===== config.mk =====
export PLATFORM = sky130hd
export DESIGN_NAME = pose_fall_detector
export DESIGN_NICKNAME = d
export VERILOG_FILES = /design/src/sv/pfd_pkg.sv /design/src/sv/pfd_regs.sv /design/src/sv/pfd_front.sv /design/src/sv/pfd_fifo.sv /design/src/sv/pfd_back.sv /design/src/sv/pose_fall_detector.sv
export SDC_FILE = /design/constraint.sdc
export NUM_CORES = 2
export LEC_CHECK = 0
export BUFFER_PORTS_ARGS = -buffer_cell sky130_fd_sc_hd__buf_2
export CORE_MARGIN = 1.5
export CORE_UTILIZATION = 60
export DETAILED_ROUTE_END_ITERATION = 7
export PLACE_DENSITY = 0.78
export SYNTH_ARGS = -nofsm -noshare
export SYNTH_HDL_FRONTEND = slang
export SYNTH_SLANG_ARGS = --single-unit

===== constraint.sdc =====
create_clock -name clk_i -period 20.1 [get_ports clk_i]
set_input_delay 3.015 -clock clk_i [delete_from_list [all_inputs] [get_ports clk_i]]
set_output_delay 3.015 -clock clk_i [all_outputs]
set_load 0.02 [all_outputs]

===== src/sv/pfd_pkg.sv =====
// ----------------------------------------------------------------------------
// pfd_pkg
// Shared types, constants and register map of the pose fall detector.
// ----------------------------------------------------------------------------
`default_nettype none

package pfd_pkg;

  // Parameter defaults
  localparam int unsigned TRACKS_DEF      = 64;
  localparam int unsigned VOTE_WINDOW_DEF = 8;
  localparam int unsigned KEYPOINTS_DEF   = 17;
  localparam int unsigned COORD_BITS_DEF  = 12;

  // Fixed field widths
  localparam int unsigned TRACK_W   = 6;
  localparam int unsigned INDEX_W   = 5;
  localparam int unsigned IN_COORD_W = 12;
  localparam int unsigned BOX_W     = 12;
  localparam int unsigned CFG_W     = 12;
  localparam int unsigned DROP_W    = 13;
  localparam int unsigned THR_W     = 4;
  localparam int unsigned CENTRE_W  = 14;
  localparam int unsigned ADDR_W    = 5;
  localparam int unsigned DATA_W    = 32;
  localparam int unsigned REG_IDX_W = 3;
  localparam int unsigned FIFO_DEPTH = 2;

  // Body layout indices
  localparam logic [INDEX_W-1:0] KP_NOSE       = INDEX_W'(0);
  localparam logic [INDEX_W-1:0] KP_L_SHOULDER = INDEX_W'(5);
  localparam logic [INDEX_W-1:0] KP_R_SHOULDER = INDEX_W'(6);
  localparam logic [INDEX_W-1:0] KP_L_HIP      = INDEX_W'(11);
  localparam logic [INDEX_W-1:0] KP_R_HIP      = INDEX_W'(12);
  localparam logic [INDEX_W-1:0] KP_L_KNEE     = INDEX_W'(13);
  localparam logic [INDEX_W-1:0] KP_R_KNEE     = INDEX_W'(14);
  localparam logic [INDEX_W-1:0] KP_L_ANKLE    = INDEX_W'(15);
  localparam logic [INDEX_W-1:0] KP_R_ANKLE    = INDEX_W'(16);

  // Register map (word index)
  localparam logic [REG_IDX_W-1:0] REG_DROP_SPEED   = REG_IDX_W'(0);
  localparam logic [REG_IDX_W-1:0] REG_SIDE_RATIO   = REG_IDX_W'(1);
  localparam logic [REG_IDX_W-1:0] REG_SIDE_TAN     = REG_IDX_W'(2);
  localparam logic [REG_IDX_W-1:0] REG_FRONT_COMP   = REG_IDX_W'(3);
  localparam logic [REG_IDX_W-1:0] REG_FRONT_TAN    = REG_IDX_W'(4);
  localparam logic [REG_IDX_W-1:0] REG_DYN_TAN      = REG_IDX_W'(5);
  localparam logic [REG_IDX_W-1:0] REG_SIT_TAN      = REG_IDX_W'(6);
  localparam logic [REG_IDX_W-1:0] REG_VOTE_THRESH  = REG_IDX_W'(7);

  // Register reset values
  localparam logic [DROP_W-1:0] RST_DROP_SPEED  = DROP_W'(40);
  localparam logic [CFG_W-1:0]  RST_SIDE_RATIO  = CFG_W'(384);
  localparam logic [CFG_W-1:0]  RST_SIDE_TAN    = CFG_W'(148);
  localparam logic [CFG_W-1:0]  RST_FRONT_COMP  = CFG_W'(128);
  localparam logic [CFG_W-1:0]  RST_FRONT_TAN   = CFG_W'(256);
  localparam logic [CFG_W-1:0]  RST_DYN_TAN     = CFG_W'(443);
  localparam logic [CFG_W-1:0]  RST_SIT_TAN     = CFG_W'(443);
  localparam logic [THR_W-1:0]  RST_VOTE_THRESH = THR_W'(3);

  typedef struct packed {
    logic [TRACK_W-1:0]    track_id;
    logic [INDEX_W-1:0]    point_index;
    logic [IN_COORD_W-1:0] point_x;
    logic [IN_COORD_W-1:0] point_y;
    logic [BOX_W-1:0]      box_top;
    logic [BOX_W-1:0]      box_width;
    logic [BOX_W-1:0]      box_height;
    logic                  last;
  } item_t;

  typedef struct packed {
    logic [TRACK_W-1:0] result_track;
    logic               fall_confirmed;
  } result_t;

  typedef struct packed {
    logic [DROP_W-1:0] drop_speed_limit;
    logic [CFG_W-1:0]  side_aspect_ratio;
    logic [CFG_W-1:0]  side_angle_tan;
    logic [CFG_W-1:0]  frontal_compression;
    logic [CFG_W-1:0]  frontal_angle_tan;
    logic [CFG_W-1:0]  dynamic_angle_tan;
    logic [CFG_W-1:0]  sitting_angle_tan;
    logic [THR_W-1:0]  vote_threshold;
  } cfg_t;

  typedef enum logic [1:0] {
    ST_IDLE,
    ST_LOAD,
    ST_MUL,
    ST_DECIDE
  } back_state_e;

  // Products formed one per cycle on the shared multiplier
  typedef enum logic [2:0] {
    OP_SIDE_RATIO,
    OP_FRONT_COMP,
    OP_SIDE_TAN,
    OP_FRONT_TAN,
    OP_DYN_TAN,
    OP_SIT_TAN
  } mul_op_e;

  localparam int unsigned MUL_OPS = 6;

endpackage

`default_nettype wire


===== src/sv/pfd_regs.sv =====
// ----------------------------------------------------------------------------
// pfd_regs
// Configuration register file behind the APB-style port.
// ----------------------------------------------------------------------------
`default_nettype none

module pfd_regs import pfd_pkg::*; (
  input  wire logic              clk_i,
  input  wire logic              rst_ni,
  input  wire logic              psel_i,
  input  wire logic              penable_i,
  input  wire logic              pwrite_i,
  input  wire logic [ADDR_W-1:0] paddr_i,
  input  wire logic [DATA_W-1:0] pwdata_i,
  output logic      [DATA_W-1:0] prdata_o,
  output cfg_t                   cfg_o
);

  cfg_t                 cfg_q;
  logic                 wr_en;
  logic [REG_IDX_W-1:0] reg_idx;

  assign wr_en   = psel_i & penable_i & pwrite_i;
  assign reg_idx = paddr_i[ADDR_W-1:2];

  always_ff @(posedge clk_i or negedge rst_ni) begin
    if (!rst_ni) begin
      cfg_q.drop_speed_limit    <= RST_DROP_SPEED;
      cfg_q.side_aspect_ratio   <= RST_SIDE_RATIO;
      cfg_q.side_angle_tan      <= RST_SIDE_TAN;
      cfg_q.frontal_compression <= RST_FRONT_COMP;
      cfg_q.frontal_angle_tan   <= RST_FRONT_TAN;
      cfg_q.dynamic_angle_tan   <= RST_DYN_TAN;
      cfg_q.sitting_angle_tan   <= RST_SIT_TAN;
      cfg_q.vote_threshold      <= RST_VOTE_THRESH;
    end else if (wr_en) begin
      case (reg_idx)
        REG_DROP_SPEED:  cfg_q.drop_speed_limit    <= pwdata_i[DROP_W-1:0];
        REG_SIDE_RATIO:  cfg_q.side_aspect_ratio   <= pwdata_i[CFG_W-1:0];
        REG_SIDE_TAN:    cfg_q.side_angle_tan      <= pwdata_i[CFG_W-1:0];
        REG_FRONT_COMP:  cfg_q.frontal_compression <= pwdata_i[CFG_W-1:0];
        REG_FRONT_TAN:   cfg_q.frontal_angle_tan   <= pwdata_i[CFG_W-1:0];
        REG_DYN_TAN:     cfg_q.dynamic_angle_tan   <= pwdata_i[CFG_W-1:0];
        REG_SIT_TAN:     cfg_q.sitting_angle_tan   <= pwdata_i[CFG_W-1:0];
        REG_VOTE_THRESH: cfg_q.vote_threshold      <= pwdata_i[THR_W-1:0];
        default: ;
      endcase
    end
  end

  always_comb begin
    case (reg_idx)
      REG_DROP_SPEED:  prdata_o = DATA_W'(cfg_q.drop_speed_limit);
      REG_SIDE_RATIO:  prdata_o = DATA_W'(cfg_q.side_aspect_ratio);
      REG_SIDE_TAN:    prdata_o = DATA_W'(cfg_q.side_angle_tan);
      REG_FRONT_COMP:  prdata_o = DATA_W'(cfg_q.frontal_compression);
      REG_FRONT_TAN:   prdata_o = DATA_W'(cfg_q.frontal_angle_tan);
      REG_DYN_TAN:     prdata_o = DATA_W'(cfg_q.dynamic_angle_tan);
      REG_SIT_TAN:     prdata_o = DATA_W'(cfg_q.sitting_angle_tan);
      REG_VOTE_THRESH: prdata_o = DATA_W'(cfg_q.vote_threshold);
      default:         prdata_o = '0;
    endcase
  end

  assign cfg_o = cfg_q;

endmodule

`default_nettype wire


===== src/sv/pfd_front.sv =====
// ----------------------------------------------------------------------------
// pfd_front
// Keypoint front end: gathers doubled joint sums and the head row, and on
// the last word of a frame hands a frame record to the queue.
// ----------------------------------------------------------------------------
`default_nettype none

module pfd_front import pfd_pkg::*; #(
  parameter int unsigned KEYPOINTS  = KEYPOINTS_DEF,
  parameter int unsigned COORD_BITS = COORD_BITS_DEF,
  parameter int unsigned REC_W      = 1 + TRACK_W + COORD_BITS
                                      + 6 * (COORD_BITS + 1) + 3 * BOX_W
) (
  input  wire logic             clk_i,
  input  wire logic             rst_ni,
  input  wire logic             accept_i,
  input  item_t                 item_i,
  output logic                  push_o,
  output logic      [REC_W-1:0] rec_o
);

  localparam int unsigned SUM_W = COORD_BITS + 1;
  localparam int unsigned CNT_W = $clog2(KEYPOINTS + 1);

  logic [CNT_W-1:0]      count_q, count_d, count_upd;
  logic [COORD_BITS-1:0] head_q, head_d, head_upd;
  logic [SUM_W-1:0]      sx_q, sx_d, sx_upd;
  logic [SUM_W-1:0]      sy_q, sy_d, sy_upd;
  logic [SUM_W-1:0]      hx_q, hx_d, hx_upd;
  logic [SUM_W-1:0]      hy_q, hy_d, hy_upd;
  logic [SUM_W-1:0]      ky_q, ky_d, ky_upd;
  logic [SUM_W-1:0]      ay_q, ay_d, ay_upd;
  logic [COORD_BITS-1:0] px, py;
  logic                  full_frame;

  assign px = COORD_BITS'(item_i.point_x);
  assign py = COORD_BITS'(item_i.point_y);

  always_comb begin
    head_upd = head_q;
    sx_upd   = sx_q;
    sy_upd   = sy_q;
    hx_upd   = hx_q;
    hy_upd   = hy_q;
    ky_upd   = ky_q;
    ay_upd   = ay_q;
    case (item_i.point_index)
      KP_NOSE: head_upd = py;
      KP_L_SHOULDER, KP_R_SHOULDER: begin
        sx_upd = sx_q + SUM_W'(px);
        sy_upd = sy_q + SUM_W'(py);
      end
      KP_L_HIP, KP_R_HIP: begin
        hx_upd = hx_q + SUM_W'(px);
        hy_upd = hy_q + SUM_W'(py);
      end
      KP_L_KNEE, KP_R_KNEE:   ky_upd = ky_q + SUM_W'(py);
      KP_L_ANKLE, KP_R_ANKLE: ay_upd = ay_q + SUM_W'(py);
      default: ;
    endcase
    // saturate the point count
    if (count_q < CNT_W'(KEYPOINTS)) begin
      count_upd = count_q + CNT_W'(1);
    end else begin
      count_upd = count_q;
    end
  end

  assign full_frame = (count_upd == CNT_W'(KEYPOINTS));

  // drop the frame state once its last word is taken
  always_comb begin
    if (item_i.last) begin
      count_d = '0;
      head_d  = '0;
      sx_d    = '0;
      sy_d    = '0;
      hx_d    = '0;
      hy_d    = '0;
      ky_d    = '0;
      ay_d    = '0;
    end else begin
      count_d = count_upd;
      head_d  = head_upd;
      sx_d    = sx_upd;
      sy_d    = sy_upd;
      hx_d    = hx_upd;
      hy_d    = hy_upd;
      ky_d    = ky_upd;
      ay_d    = ay_upd;
    end
  end

  always_ff @(posedge clk_i or negedge rst_ni) begin
    if (!rst_ni) begin
      count_q <= '0;
      head_q  <= '0;
      sx_q    <= '0;
      sy_q    <= '0;
      hx_q    <= '0;
      hy_q    <= '0;
      ky_q    <= '0;
      ay_q    <= '0;
    end else if (accept_i) begin
      count_q <= count_d;
      head_q  <= head_d;
      sx_q    <= sx_d;
      sy_q    <= sy_d;
      hx_q    <= hx_d;
      hy_q    <= hy_d;
      ky_q    <= ky_d;
      ay_q    <= ay_d;
    end
  end

  assign push_o = accept_i & item_i.last;
  assign rec_o  = {full_frame, item_i.track_id, head_upd,
                   sx_upd, sy_upd, hx_upd, hy_upd, ky_upd, ay_upd,
                   item_i.box_top, item_i.box_width, item_i.box_height};

endmodule

`default_nettype wire


===== src/sv/pfd_fifo.sv =====
// ----------------------------------------------------------------------------
// pfd_fifo
// Short frame-record queue between the front end and the decision engine.
// ----------------------------------------------------------------------------
`default_nettype none

module pfd_fifo import pfd_pkg::*; #(
  parameter int unsigned WIDTH = 1,
  parameter int unsigned DEPTH = FIFO_DEPTH
) (
  input  wire logic             clk_i,
  input  wire logic             rst_ni,
  input  wire logic             push_i,
  input  wire logic [WIDTH-1:0] data_i,
  input  wire logic             pop_i,
  output logic      [WIDTH-1:0] data_o,
  output logic                  empty_o,
  output logic                  full_o
);

  localparam int unsigned PTR_W = (DEPTH > 1) ? $clog2(DEPTH) : 1;
  localparam int unsigned CNT_W = $clog2(DEPTH + 1);

  logic [WIDTH-1:0] store_q [DEPTH];
  logic [PTR_W-1:0] wr_ptr_q, wr_ptr_d, rd_ptr_q, rd_ptr_d;
  logic [CNT_W-1:0] count_q, count_d;

  function automatic logic [PTR_W-1:0] ptr_next(input logic [PTR_W-1:0] p);
    if (p == PTR_W'(DEPTH - 1)) begin
      return '0;
    end
    return p + PTR_W'(1);
  endfunction

  always_comb begin
    wr_ptr_d = push_i ? ptr_next(wr_ptr_q) : wr_ptr_q;
    rd_ptr_d = pop_i ? ptr_next(rd_ptr_q) : rd_ptr_q;
    count_d  = count_q;
    if (push_i && !pop_i) begin
      count_d = count_q + CNT_W'(1);
    end else if (pop_i && !push_i) begin
      count_d = count_q - CNT_W'(1);
    end
  end

  always_ff @(posedge clk_i or negedge rst_ni) begin
    if (!rst_ni) begin
      wr_ptr_q <= '0;
      rd_ptr_q <= '0;
      count_q  <= '0;
    end else begin
      wr_ptr_q <= wr_ptr_d;
      rd_ptr_q <= rd_ptr_d;
      count_q  <= count_d;
    end
  end

  always_ff @(posedge clk_i) begin
    if (push_i) begin
      store_q[wr_ptr_q] <= data_i;
    end
  end

  assign data_o  = store_q[rd_ptr_q];
  assign empty_o = (count_q == '0);
  assign full_o  = (count_q == CNT_W'(DEPTH));

  a_no_overflow: assert property (@(posedge clk_i) disable iff (!rst_ni)
    full_o |-> !push_i || pop_i)
    else $error("frame queue written while full");

  a_no_underflow: assert property (@(posedge clk_i) disable iff (!rst_ni)
    pop_i |-> !empty_o)
    else $error("frame queue read while empty");

endmodule

`default_nettype wire


===== src/sv/pfd_back.sv =====
// ----------------------------------------------------------------------------
// pfd_back
// Decision engine: per-frame geometry, shared multiplier sequence for the
// angle and ratio tests, per-track centre and vote memory, result word.
// ----------------------------------------------------------------------------
`default_nettype none

module pfd_back import pfd_pkg::*; #(
  parameter int unsigned TRACKS      = TRACKS_DEF,
  parameter int unsigned VOTE_WINDOW = VOTE_WINDOW_DEF,
  parameter int unsigned COORD_BITS  = COORD_BITS_DEF,
  parameter int unsigned REC_W       = 1 + TRACK_W + COORD_BITS
                                       + 6 * (COORD_BITS + 1) + 3 * BOX_W
) (
  input  wire logic             clk_i,
  input  wire logic             rst_ni,
  input  cfg_t                  cfg_i,
  input  wire logic [REC_W-1:0] rec_i,
  input  wire logic             rec_valid_i,
  output logic                  rec_pop_o,
  output logic                  clearing_o,
  output logic                  result_valid_o,
  output result_t               result_o
);

  localparam int unsigned SUM_W  = COORD_BITS + 1;
  localparam int unsigned SLOT_W = (TRACKS > 1) ? $clog2(TRACKS) : 1;
  localparam int unsigned CLR_W  = $clog2(TRACKS + 1);
  localparam int unsigned MB     = (SUM_W > BOX_W) ? SUM_W : BOX_W;
  localparam int unsigned PW     = CFG_W + MB;
  localparam int unsigned CW     = PW + 1;
  localparam int unsigned ENT_W  = 1 + CENTRE_W + VOTE_WINDOW;
  localparam int unsigned VCNT_W = $clog2(VOTE_WINDOW + 1);
  localparam int unsigned CMP_W  = (VCNT_W > THR_W) ? VCNT_W : THR_W;
  localparam int unsigned DIFF_W = CENTRE_W + 2;
  localparam int unsigned STEP_W = 3;
  localparam int unsigned TIDS   = 2 ** TRACK_W;

  // Frame record fields
  logic                  r_ok;
  logic [TRACK_W-1:0]    r_track;
  logic [COORD_BITS-1:0] r_head;
  logic [SUM_W-1:0]      r_sx, r_sy, r_hx, r_hy, r_ky, r_ay;
  logic [BOX_W-1:0]      r_top, r_bw, r_bh;
  logic [TRACK_W-1:0]    in_track;

  logic [REC_W-1:0]      rec_q;
  back_state_e           st_q, st_d;
  logic [STEP_W-1:0]     step_q;
  logic [SLOT_W-1:0]     slot_q;
  logic [SLOT_W-1:0]     slot_lut [TIDS];
  logic [CLR_W-1:0]      clr_q;

  logic [ENT_W-1:0]      mem_q [TRACKS];
  logic [ENT_W-1:0]      ent_q;
  logic                  mem_we;
  logic [SLOT_W-1:0]     mem_wa;
  logic [ENT_W-1:0]      mem_wd;

  logic [SUM_W-1:0]      body2_q, dx2_q, dy2_q;
  logic [CENTRE_W-1:0]   cy2_q;
  logic                  sit_order_q;
  logic [PW-1:0]         p_q;
  logic [CFG_W-1:0]      mul_a;
  logic [MB-1:0]         mul_b;
  logic                  side_ar_q, front_c_q, side_ang_q, front_ang_q;
  logic                  dyn_ang_q, sit_ang_q;

  logic [CW-1:0]         dy256, body256, bw512, p_ext, p_dbl;
  logic                  seen;
  logic [CENTRE_W-1:0]   prev_centre;
  logic [VOTE_WINDOW-1:0] old_bits, new_bits;
  logic signed [DIFF_W-1:0] drop;
  logic                  vel, raw, fall;
  logic [VCNT_W-1:0]     votes;
  logic                  result_valid_q;
  result_t               result_q;

  assign {r_ok, r_track, r_head, r_sx, r_sy, r_hx, r_hy, r_ky, r_ay,
          r_top, r_bw, r_bh} = rec_q;
  assign in_track = rec_i[REC_W-2 -: TRACK_W];

  // track id to slot, folded at elaboration
  for (genvar g = 0; g < TIDS; g++) begin : g_slot
    assign slot_lut[g] = SLOT_W'(g % TRACKS);
  end

  function automatic logic [SUM_W-1:0] absdiff(input logic [SUM_W-1:0] a,
                                               input logic [SUM_W-1:0] b);
    return (a > b) ? (a - b) : (b - a);
  endfunction

  // -------------------------------------------------------------------------
  // Clearing pass over the track memory after reset
  // -------------------------------------------------------------------------
  assign clearing_o = (clr_q != CLR_W'(TRACKS));

  always_ff @(posedge clk_i or negedge rst_ni) begin
    if (!rst_ni) begin
      clr_q <= '0;
    end else if (clearing_o) begin
      clr_q <= clr_q + CLR_W'(1);
    end
  end

  // -------------------------------------------------------------------------
  // Sequencer
  // -------------------------------------------------------------------------
  always_comb begin
    st_d = st_q;
    case (st_q)
      ST_IDLE:   if (rec_valid_i && !clearing_o) st_d = ST_LOAD;
      ST_LOAD:   st_d = r_ok ? ST_MUL : ST_DECIDE;
      ST_MUL:    if (step_q == STEP_W'(MUL_OPS)) st_d = ST_DECIDE;
      ST_DECIDE: st_d = ST_IDLE;
      default:   st_d = ST_IDLE;
    endcase
  end

  always_comb begin
    rec_pop_o = 1'b0;
    mem_we    = 1'b0;
    mem_wa    = slot_q;
    mem_wd    = {1'b1, cy2_q, new_bits};
    case (st_q)
      ST_IDLE:   rec_pop_o = rec_valid_i & ~clearing_o;
      ST_DECIDE: mem_we    = r_ok;
      default: ;
    endcase
    if (clearing_o) begin
      mem_we = 1'b1;
      mem_wa = clr_q[SLOT_W-1:0];
      mem_wd = '0;
    end
  end

  always_ff @(posedge clk_i or negedge rst_ni) begin
    if (!rst_ni) begin
      st_q <= ST_IDLE;
    end else begin
      st_q <= st_d;
    end
  end

  always_ff @(posedge clk_i) begin
    if (mem_we) begin
      mem_q[mem_wa] <= mem_wd;
    end
    if (rec_pop_o) begin
      ent_q <= mem_q[slot_lut[in_track]];
    end
  end

  // -------------------------------------------------------------------------
  // Datapath
  // -------------------------------------------------------------------------
  always_comb begin
    case (mul_op_e'(step_q))
      OP_SIDE_RATIO: begin mul_a = cfg_i.side_aspect_ratio;   mul_b = MB'(body2_q); end
      OP_FRONT_COMP: begin mul_a = cfg_i.frontal_compression; mul_b = MB'(r_bh);    end
      OP_SIDE_TAN:   begin mul_a = cfg_i.side_angle_tan;      mul_b = MB'(dx2_q);   end
      OP_FRONT_TAN:  begin mul_a = cfg_i.frontal_angle_tan;   mul_b = MB'(dx2_q);   end
      OP_DYN_TAN:    begin mul_a = cfg_i.dynamic_angle_tan;   mul_b = MB'(dx2_q);   end
      OP_SIT_TAN:    begin mul_a = cfg_i.sitting_angle_tan;   mul_b = MB'(dx2_q);   end
      default:       begin mul_a = '0;                        mul_b = '0;           end
    endcase
  end

  assign dy256   = CW'({dy2_q, 8'b0});
  assign body256 = CW'({body2_q, 8'b0});
  assign bw512   = CW'({r_bw, 9'b0});
  assign p_ext   = CW'(p_q);
  assign p_dbl   = {p_q, 1'b0};

  always_ff @(posedge clk_i) begin
    if (rec_pop_o) begin
      rec_q  <= rec_i;
      slot_q <= slot_lut[in_track];
    end
    if (st_q == ST_LOAD) begin
      body2_q     <= absdiff(r_ay, {r_head, 1'b0});
      dx2_q       <= absdiff(r_sx, r_hx);
      dy2_q       <= absdiff(r_sy, r_hy);
      cy2_q       <= CENTRE_W'({r_top, 1'b0}) + CENTRE_W'(r_bh);
      sit_order_q <= (r_ky > r_hy) && (r_ay > r_ky);
      step_q      <= '0;
    end
    if (st_q == ST_MUL) begin
      p_q    <= PW'(mul_a) * PW'(mul_b);
      step_q <= step_q + STEP_W'(1);
      // judge the product formed in the previous step
      if (step_q != '0) begin
        case (mul_op_e'(step_q - STEP_W'(1)))
          OP_SIDE_RATIO: side_ar_q   <= bw512 > p_ext;
          OP_FRONT_COMP: front_c_q   <= (body256 < p_dbl) ||
                                        ((body256 == p_dbl) &&
                                         (cfg_i.frontal_compression != '0));
          OP_SIDE_TAN:   side_ang_q  <= dy256 < p_ext;
          OP_FRONT_TAN:  front_ang_q <= dy256 < p_ext;
          OP_DYN_TAN:    dyn_ang_q   <= dy256 < p_ext;
          OP_SIT_TAN:    sit_ang_q   <= dy256 >= p_ext;
          default: ;
        endcase
      end
    end
  end

  // Decision, vote shift and count
  assign seen        = ent_q[ENT_W-1];
  assign prev_centre = ent_q[VOTE_WINDOW +: CENTRE_W];
  assign old_bits    = ent_q[VOTE_WINDOW-1:0];
  assign drop        = $signed(DIFF_W'(cy2_q)) - $signed(DIFF_W'(prev_centre));
  assign vel         = seen && (drop > $signed(DIFF_W'(cfg_i.drop_speed_limit)));
  assign raw         = ((side_ar_q && side_ang_q) || (front_c_q && front_ang_q) ||
                        (vel && dyn_ang_q)) && !(sit_order_q && sit_ang_q);
  assign new_bits    = VOTE_WINDOW'({old_bits, raw});

  always_comb begin
    votes = '0;
    for (int k = 0; k < VOTE_WINDOW; k++) begin
      votes = votes + VCNT_W'(new_bits[k]);
    end
  end

  assign fall = r_ok && (CMP_W'(votes) >= CMP_W'(cfg_i.vote_threshold));

  always_ff @(posedge clk_i or negedge rst_ni) begin
    if (!rst_ni) begin
      result_valid_q <= 1'b0;
    end else begin
      result_valid_q <= (st_q == ST_DECIDE);
    end
  end

  always_ff @(posedge clk_i) begin
    if (st_q == ST_DECIDE) begin
      result_q.result_track   <= r_track;
      result_q.fall_confirmed <= fall;
    end
  end

  assign result_valid_o = result_valid_q;
  assign result_o       = result_q;

  a_strobe_from_decide: assert property (@(posedge clk_i) disable iff (!rst_ni)
    result_valid_q |-> $past(st_q == ST_DECIDE))
    else $error("result strobe without a decision");

  a_short_frame: assert property (@(posedge clk_i) disable iff (!rst_ni)
    (st_q == ST_DECIDE && !r_ok) |=> !result_o.fall_confirmed)
    else $error("short frame confirmed a fall");

  a_no_work_while_clearing: assert property (@(posedge clk_i) disable iff (!rst_ni)
    clearing_o |-> st_q == ST_IDLE && !rec_pop_o)
    else $error("frame handled during track memory clear");

endmodule

`default_nettype wire


===== src/sv/pose_fall_detector.sv =====
// ----------------------------------------------------------------------------
// pose_fall_detector
// Per-frame fall decision from pose keypoints of tracked persons.
// ----------------------------------------------------------------------------
// Keypoint words are taken one per cycle while busy is low; busy rises only
// while the two-entry frame queue is full or the track memory is being cleared.
// For each frame the decision engine pops the record, loads it, runs 6 multiplies
// on one shared multiplier plus a compare step (both skipped for a short frame)
// and decides; the result strobe is registered from the decide state.
// After reset busy stays high while the track memory clears.
// The receiver cannot stall: each result is shown for one cycle only.
`default_nettype none

module pose_fall_detector import pfd_pkg::*; #(
  parameter int unsigned TRACKS      = TRACKS_DEF,
  parameter int unsigned VOTE_WINDOW = VOTE_WINDOW_DEF,
  parameter int unsigned KEYPOINTS   = KEYPOINTS_DEF,
  parameter int unsigned COORD_BITS  = COORD_BITS_DEF
) (
  input  wire logic              clk_i,
  input  wire logic              rst_ni,
  input  wire logic              start,
  output logic                   busy,
  input  item_t                  item_i,
  output logic                   result_valid_o,
  output result_t                result_o,
  input  wire logic              psel,
  input  wire logic              penable,
  input  wire logic              pwrite,
  input  wire logic [ADDR_W-1:0] paddr,
  input  wire logic [DATA_W-1:0] pwdata,
  output logic      [DATA_W-1:0] prdata,
  output logic                   pready
);

  localparam int unsigned REC_W = 1 + TRACK_W + COORD_BITS
                                  + 6 * (COORD_BITS + 1) + 3 * BOX_W;

  cfg_t             cfg;
  logic             accept;
  logic             push, pop, q_empty, q_full, clearing;
  logic [REC_W-1:0] rec_in, rec_out;

  assign busy   = clearing | q_full;
  assign accept = start & ~busy;
  assign pready = 1'b1;

  pfd_regs u_regs (
    .clk_i     (clk_i),
    .rst_ni    (rst_ni),
    .psel_i    (psel),
    .penable_i (penable),
    .pwrite_i  (pwrite),
    .paddr_i   (paddr),
    .pwdata_i  (pwdata),
    .prdata_o  (prdata),
    .cfg_o     (cfg)
  );

  pfd_front #(
    .KEYPOINTS  (KEYPOINTS),
    .COORD_BITS (COORD_BITS),
    .REC_W      (REC_W)
  ) u_front (
    .clk_i    (clk_i),
    .rst_ni   (rst_ni),
    .accept_i (accept),
    .item_i   (item_i),
    .push_o   (push),
    .rec_o    (rec_in)
  );

  pfd_fifo #(
    .WIDTH (REC_W),
    .DEPTH (FIFO_DEPTH)
  ) u_fifo (
    .clk_i   (clk_i),
    .rst_ni  (rst_ni),
    .push_i  (push),
    .data_i  (rec_in),
    .pop_i   (pop),
    .data_o  (rec_out),
    .empty_o (q_empty),
    .full_o  (q_full)
  );

  pfd_back #(
    .TRACKS      (TRACKS),
    .VOTE_WINDOW (VOTE_WINDOW),
    .COORD_BITS  (COORD_BITS),
    .REC_W       (REC_W)
  ) u_back (
    .clk_i          (clk_i),
    .rst_ni         (rst_ni),
    .cfg_i          (cfg),
    .rec_i          (rec_out),
    .rec_valid_i    (~q_empty),
    .rec_pop_o      (pop),
    .clearing_o     (clearing),
    .result_valid_o (result_valid_o),
    .result_o       (result_o)
  );

endmodule

`default_nettype wire

# Word level (Yosys, flattened, before mapping)
# Memory sizes are Yosys's and may differ from the RTL's. A register that Yosys moved wholly into a read port is not among the register bits.
# Cells that the tools add are included.
# totals
in_bits,115
ramBits,1738
mem_count,3
elab_cells,226
regBits,432
rom_bits,384
out_inout_bits,42
# memory_table
memory,words,width,rd,rd_clocked_by_memory_dff,wr,line,rtl
u_back.mem_q,64,23,1,1,1,pfd_back.sv:54,logic [ENT_W-1:0] mem_q [TRACKS];
(no name shown),64,6,1,0,0,pfd_back.sv:150,ent_q <= mem_q[slot_lut[in_track]];
u_fifo.store_q,2,133,1,0,1,pfd_fifo.sv:24,logic [WIDTH-1:0] store_q [DEPTH];
# classes
bitwise,10
addsub,29
mul,1
muxes,47
n_lt_le_gt_ge,13
eq_ne,35
reduce_logical,49
# ops
op,count
case mux 32 bit (8 select lines),1
two-way mux 13 bit,15
adder 13 x 12 -> 13 bit,6
subtractor 13 bit,6
case mux 12 bit (6 select lines),1
greater-than comparator 13 bit,5
case mux 13 bit (3 select lines),1
"== test 3 bit, second input constant",9
< comparator 21 x 26 -> 1 bit,1
== test 20 x 25 -> 1 bit,1
"== test 5 x 4 -> 1 bit, second input constant",5
greater-or-equal comparator 21 x 25 -> 1 bit,1
greater-than comparator 21 x 25 -> 1 bit,1
< comparator 21 x 25 -> 1 bit,1
multiplier 12 x 13 -> 25 bit,1
adder 4 x 1 -> 4 bit,6
two-way mux 12 bit,2
two-way mux 23 bit,1
"== test 3 x 2 -> 1 bit, second input constant",6
two-way mux 6 bit,3
AND reduction 2 bit,9
AND reduction 3 bit,6
greater-than comparator 16 x 14 -> 1 bit,1
subtractor 14 x 14 -> 15 bit,1
other kinds (39),94

# Longest topological paths before layout
# depth
word_depth,15
mapped_depth,32
ltp_nobuf,32

# Hierarchy
# From an unflattened synthesis, not the netlist that was laid out.
# hier_totals
cells_unflattened,5720
hier_area_um2,96732.8
# modules_own_cells
mod,cells_each,seq_area_each_um2,instances,area_each_um2
pfd_back,4054,50038.0,1,74164.9
pfd_fifo,430,8087.8,1,10022.1
pfd_front,941,2377.3,1,8207.9
pfd_regs,290,2258.4,1,4309.1
pose_fall_detector,5,0.0,1,28.8

# Worst setup path after synthesis
# Ideal clock, no wire load.
# synth_timing
kind,input-to-reg
startpoint,input start
endpoint,"memory u_fifo.store_q[0][0] in the netlist's numbering, enable pin"
setup_time_ns,0.627
setup_slack_ns,10.537
t_arrival_ns,8.936
cell_stages,4
required_time_ns,19.473
path_buffers,1
path_cell_list,and3_1 -> buf_2 -> nand2_1 -> nor2_1
# synth_between
elab_chain_len,4
# synth_lines
item,line,rtl
from (decl),pose_fall_detector.sv:22,"input wire logic start,"
bitwise AND 1 bit,pose_fall_detector.sv:45,assign accept = start & ~busy;
bitwise AND 1 bit,pfd_front.sv:116,assign push_o = accept_i & item_i.last;
two-way mux 1 bit,pfd_fifo.sv:59,if (push_i) begin
two-way mux 1 bit (not written as such),pfd_fifo.sv:60,store_q[wr_ptr_q] <= data_i;
to (decl),pfd_fifo.sv:24,
# Every way passes these cells.

# Worst setup path after layout
# layout_timing
startpoint,input paddr[3]
endpoint,output prdata[1]
# layout_between
elab_chain_len,2
elab_cells_between_ends,9
classes_between,eq/ne: 7; mux: 1; reduce/logical: 1
# layout_lines
item,line,rtl
from (decl),pose_fall_detector.sv:30,"input wire logic [ADDR_W-1:0] paddr,"
== test 3 bit (tied with other cells),pfd_regs.sv:52,case (reg_idx)
case mux 32 bit (8 select lines) (*),pfd_regs.sv:52,
to (decl),pose_fall_detector.sv:32,"output logic [DATA_W-1:0] prdata,"
# Every way passes the cells marked *; elsewhere a longest branch is shown, timed or not. The select of a mux whose other input is x is not followed.

==> results.toml <==
[outcome]
outcome = "finished, violations left"
violations = "DRC"

[route]
final_antenna_net_count = 0
viasPerCell = 6.32
drt-pass1-iter-count = 8
wire_per_inst_um = 24.4
drtIter0Drc = 8749
wirelength_um = 251000
vias = 65000
drc_errors = 1

[critical_path]
start_kind = "primary input"
crit_chain = "buf_2 > inv_1 > nor2_1 > a22oi_1 > nor2b_1 > o32ai_1 > o21ai_0 > buf_2"
critical-path-top-delay-family = "buffers and inverters"
cp_common_cell = "buf_2"
crit_buf_inv = 3
required_ns = 17.09
crit_type = "in -> out"
crit_path_end_kind = "output pin"
critPathSlowestCell = "nor2_1"
worstPathMaxFanout = 29
max_stage_delay_ns = 0.64
arrival_ns = 5.80

[die]
initial_core_util = 0.603
die_h_um = 407
core.rowCount = 148
core_area_mm2 = 0.162
dieArea_mm2 = 0.166
io_pins = 157
fp.dieW_um = 407

[yosys]
synthesis.area_mm2 = 0.0979
synth_ff_type = "edfxtp_1"
syn_area_per_cell_um2 = 12.3
synthCells = 7941
synthDistinctLibCells = 79
yosysSeqAreaShare = 0.641
synth.top_cell.area_share = 0.590
synth_top_cell_by_area = "edfxtp_1"
synth-edff-count = 1924
synth_seq_cells = 2122
synthTopCellsByArea = "edfxtp_1, nand2_1, dfrtp_1, ha_1, nand3_1"
yosysWarnings = 0
synthArstFlopShare = 0.0933

[layout]
multi_input_area_mm2 = 0.0327
stdcell_area_mm2 = 0.108
nets = 8501
utilization = 0.664
fill_cells = 11100
seq_area_mm2 = 0.0628
area_growth_pct = 10.1
drive_above_1_share = 0.114

[global_routing]
grt.total_usage = 0.300
grt_overflow = 0
grt_pass1_vias = 63300
grt_max_degree = 201
antenna_found_initial = 17
grt_pass1_wl_um = 374000

[power]
fin_total_pwr_w = 0.00890
p_sw_w = 0.00184
p_sw_frac = 0.207
ir_drop_v = 0.0000922
leakagePower_nw = 39.0
power_density_mw_per_mm2 = 82.5
power_frac_clock = 0.439
p_int_w = 0.00706
p_seq_frac = 0.542
combPwrFrac = 0.019

[timing]
finalSetupViolations = 0
finClkSkew_ns = 0.0505
rsz0062_at_grt = "false"
timing.fmax_mhz = 113
slew_violations = 0
tightestPinTransition_ns = 1.33
holdWs_ns = 0.470
tns_ns = 0
fin_crit_sh = 0.438
fin_crit_ns = 8.81
final-hold-violation-count = 0
relSlewSlack = 0.115

[placement]
hpwlAfterDp_um = 144000
place_congestion = 0.896
place_area_mm2 = 0.101
port_buffers = 115

[clock_network]
htreeDepth = 4
numCtsBuffers = 206
clkTransAtPathRegs_ns = 0.06
cts_tree = "yes"
cts_root_buf = "clkbuf_16"
cts_buffer_depth = 3
numClockSinks = 2122
insertion_delay_ns = 0.86
post-cts-setup-buffer-count = 0
cts_resized = 0
cts_hold_buf = 0

[job]
drv_cap = 0

[min_path]
hold_path_class = "reg -> reg"
[final cells by class]
class                      instances  area share
timing repair buffer             214      0.0135
antenna                            6    0.000139
tap                             2175      0.0252
multi-input combinational       5036       0.303
clock inverter                   116      0.0124
inverter                         346      0.0122
clock buffer                     269      0.0514
sequential                      2122       0.582
[placed cells by master (no fill, tap or decap), types with 41 or more instances in the layout]
cell	count
xnor2_1	97
a22o_1	62
nor2_1	173
nand3_1	743
xor2_1	47
nor2b_1	41
ha_1	331
buf_2	114
nor3_1	52
edfxtp_1	1924
nor2_4	56
inv_1	342
fa_1	128
mux2_2	250
a22oi_1	42
a21o_1	80
a311oi_1	242
a21oi_1	215
clkbuf_1	51
clkbuf_16	209
and3_1	101
dfrtp_1	172
buf_4	89
o21ai_0	180
nand2_1	1743
[flip-flops by register name, indices dropped and copies added, names as in the netlist, 13 cells and up]
signal,flops
u_back.body2_q,13
u_back.cy2_q,14
u_front.sy_q,13
u_fifo.store_q,266
u_back.mem_q,1408
u_regs.cfg_o,89
u_front.sx_q,13
u_back.dy2_q,13
u_back.dx2_q,13
u_front.ky_q,13
u_back.rec_q,128
u_front.hx_q,13
u_back.p_q,25
u_front.ay_q,13
u_back.ent_q,22
u_front.hy_q,13
[tightest hold or removal path, stage by stage, from the launching register on]
cell,delay [ns]
dfrtp_1,0.34
nand2_1,0.05
nand2_1,0.05
[power by group through the flow]
| stage | registers, W | clock network [W] | logic, W |
|---|---|---|---|
| floorplan | 0.00490 | 0 | 0.000110 |
| global placement | 0.00491 | 0 | 0.000163 |
| detailed placement | 0.00491 | 0 | 0.000170 |
| CTS | 0.00482 | 0.00392 | 0.000171 |
| global route | 0.00482 | 0.00408 | 0.000189 |
| finish | 0.00482 | 0.00390 | 0.000172 |
[logic make-up after synthesis]
kind of cell	synth area share
flops	0.641
buf+inv	0.0326
fa+ha+maj	0.0686
mux	0.0344
other cells	0.0000767
xor+xnor	0.0129
simple gates	0.135
compound gates	0.0756
[through the flow]
| step | std cells | worst slack (ns) |
|---|---|---|
| after floorplan | 7959 | 10.54 |
| after global placement | 9893 | 11.45 |
| after detailed placement | 9893 | 11.42 |
| after CTS | 10300 | 11.43 |
| after global routing | 10300 | 11.09 |
| final | 10300 | 11.29 |
[synthesized netlist by cell type, types with 16 or more instances]
| master | n |
|---|---|
| fa_1 | 128 |
| dfrtp_1 | 173 |
| dfstp_2 | 25 |
| xnor2_1 | 97 |
| o21a_1 | 22 |
| mux2i_1 | 46 |
| nor2b_1 | 41 |
| buf_4 | 21 |
| nand3_1 | 745 |
| a22o_1 | 62 |
| a21oi_1 | 216 |
| ha_1 | 332 |
| mux2_2 | 250 |
| and2_1 | 44 |
| nand4_1 | 20 |
| buf_1 | 28 |
| a311oi_1 | 242 |
| nor2_1 | 239 |
| clkbuf_1 | 328 |
| xor2_1 | 47 |
| a21o_1 | 80 |
| nand2b_1 | 34 |
| nand2_1 | 1743 |
| a31oi_1 | 32 |
| a22oi_1 | 42 |
| inv_1 | 345 |
| o21bai_1 | 26 |
| nor3_1 | 56 |
| edfxtp_1 | 1924 |
| buf_2 | 74 |
| and3_1 | 102 |
| nor4_1 | 16 |
| o31ai_1 | 18 |
| o21ai_0 | 181 |
[layer usage]
metal / vias to the layer above / GRT usage / share of wire
li1: 28700 / - / -
met2: 3748 / 0.466 / 0.46
met1: 31900 / 0.417 / 0.39
met3: 639 / 0.0498 / 0.10
met4: 8 / 0.143 / 0.049
met5: - / 0 / 0.00018
[path summary, 6_finish.rpt]
| kind | from | to | slack, ns | cells past startpoint |
|---|---|---|---|---|
| worst max-delay path | paddr[3] | prdata[1] | 11.29 | 8 |
| worst min-delay path | u_front.head_q[11] | u_front.head_q[11] | 0.47 | 2 |
| worst max register to register | u_back.step_q[2] | u_back.p_q[23] | 12.16 | 22 |
| worst min register to register | u_front.head_q[11] | u_front.head_q[11] | 0.47 | 2 |
| max in group asynchronous | rst_ni | u_front.ky_q[12] | 15.61 | 3 |
| min in group asynchronous | rst_ni | u_regs.cfg_o[25] | 2.23 | 1 |
Note: power is estimated with default switching activity, not from simulation.
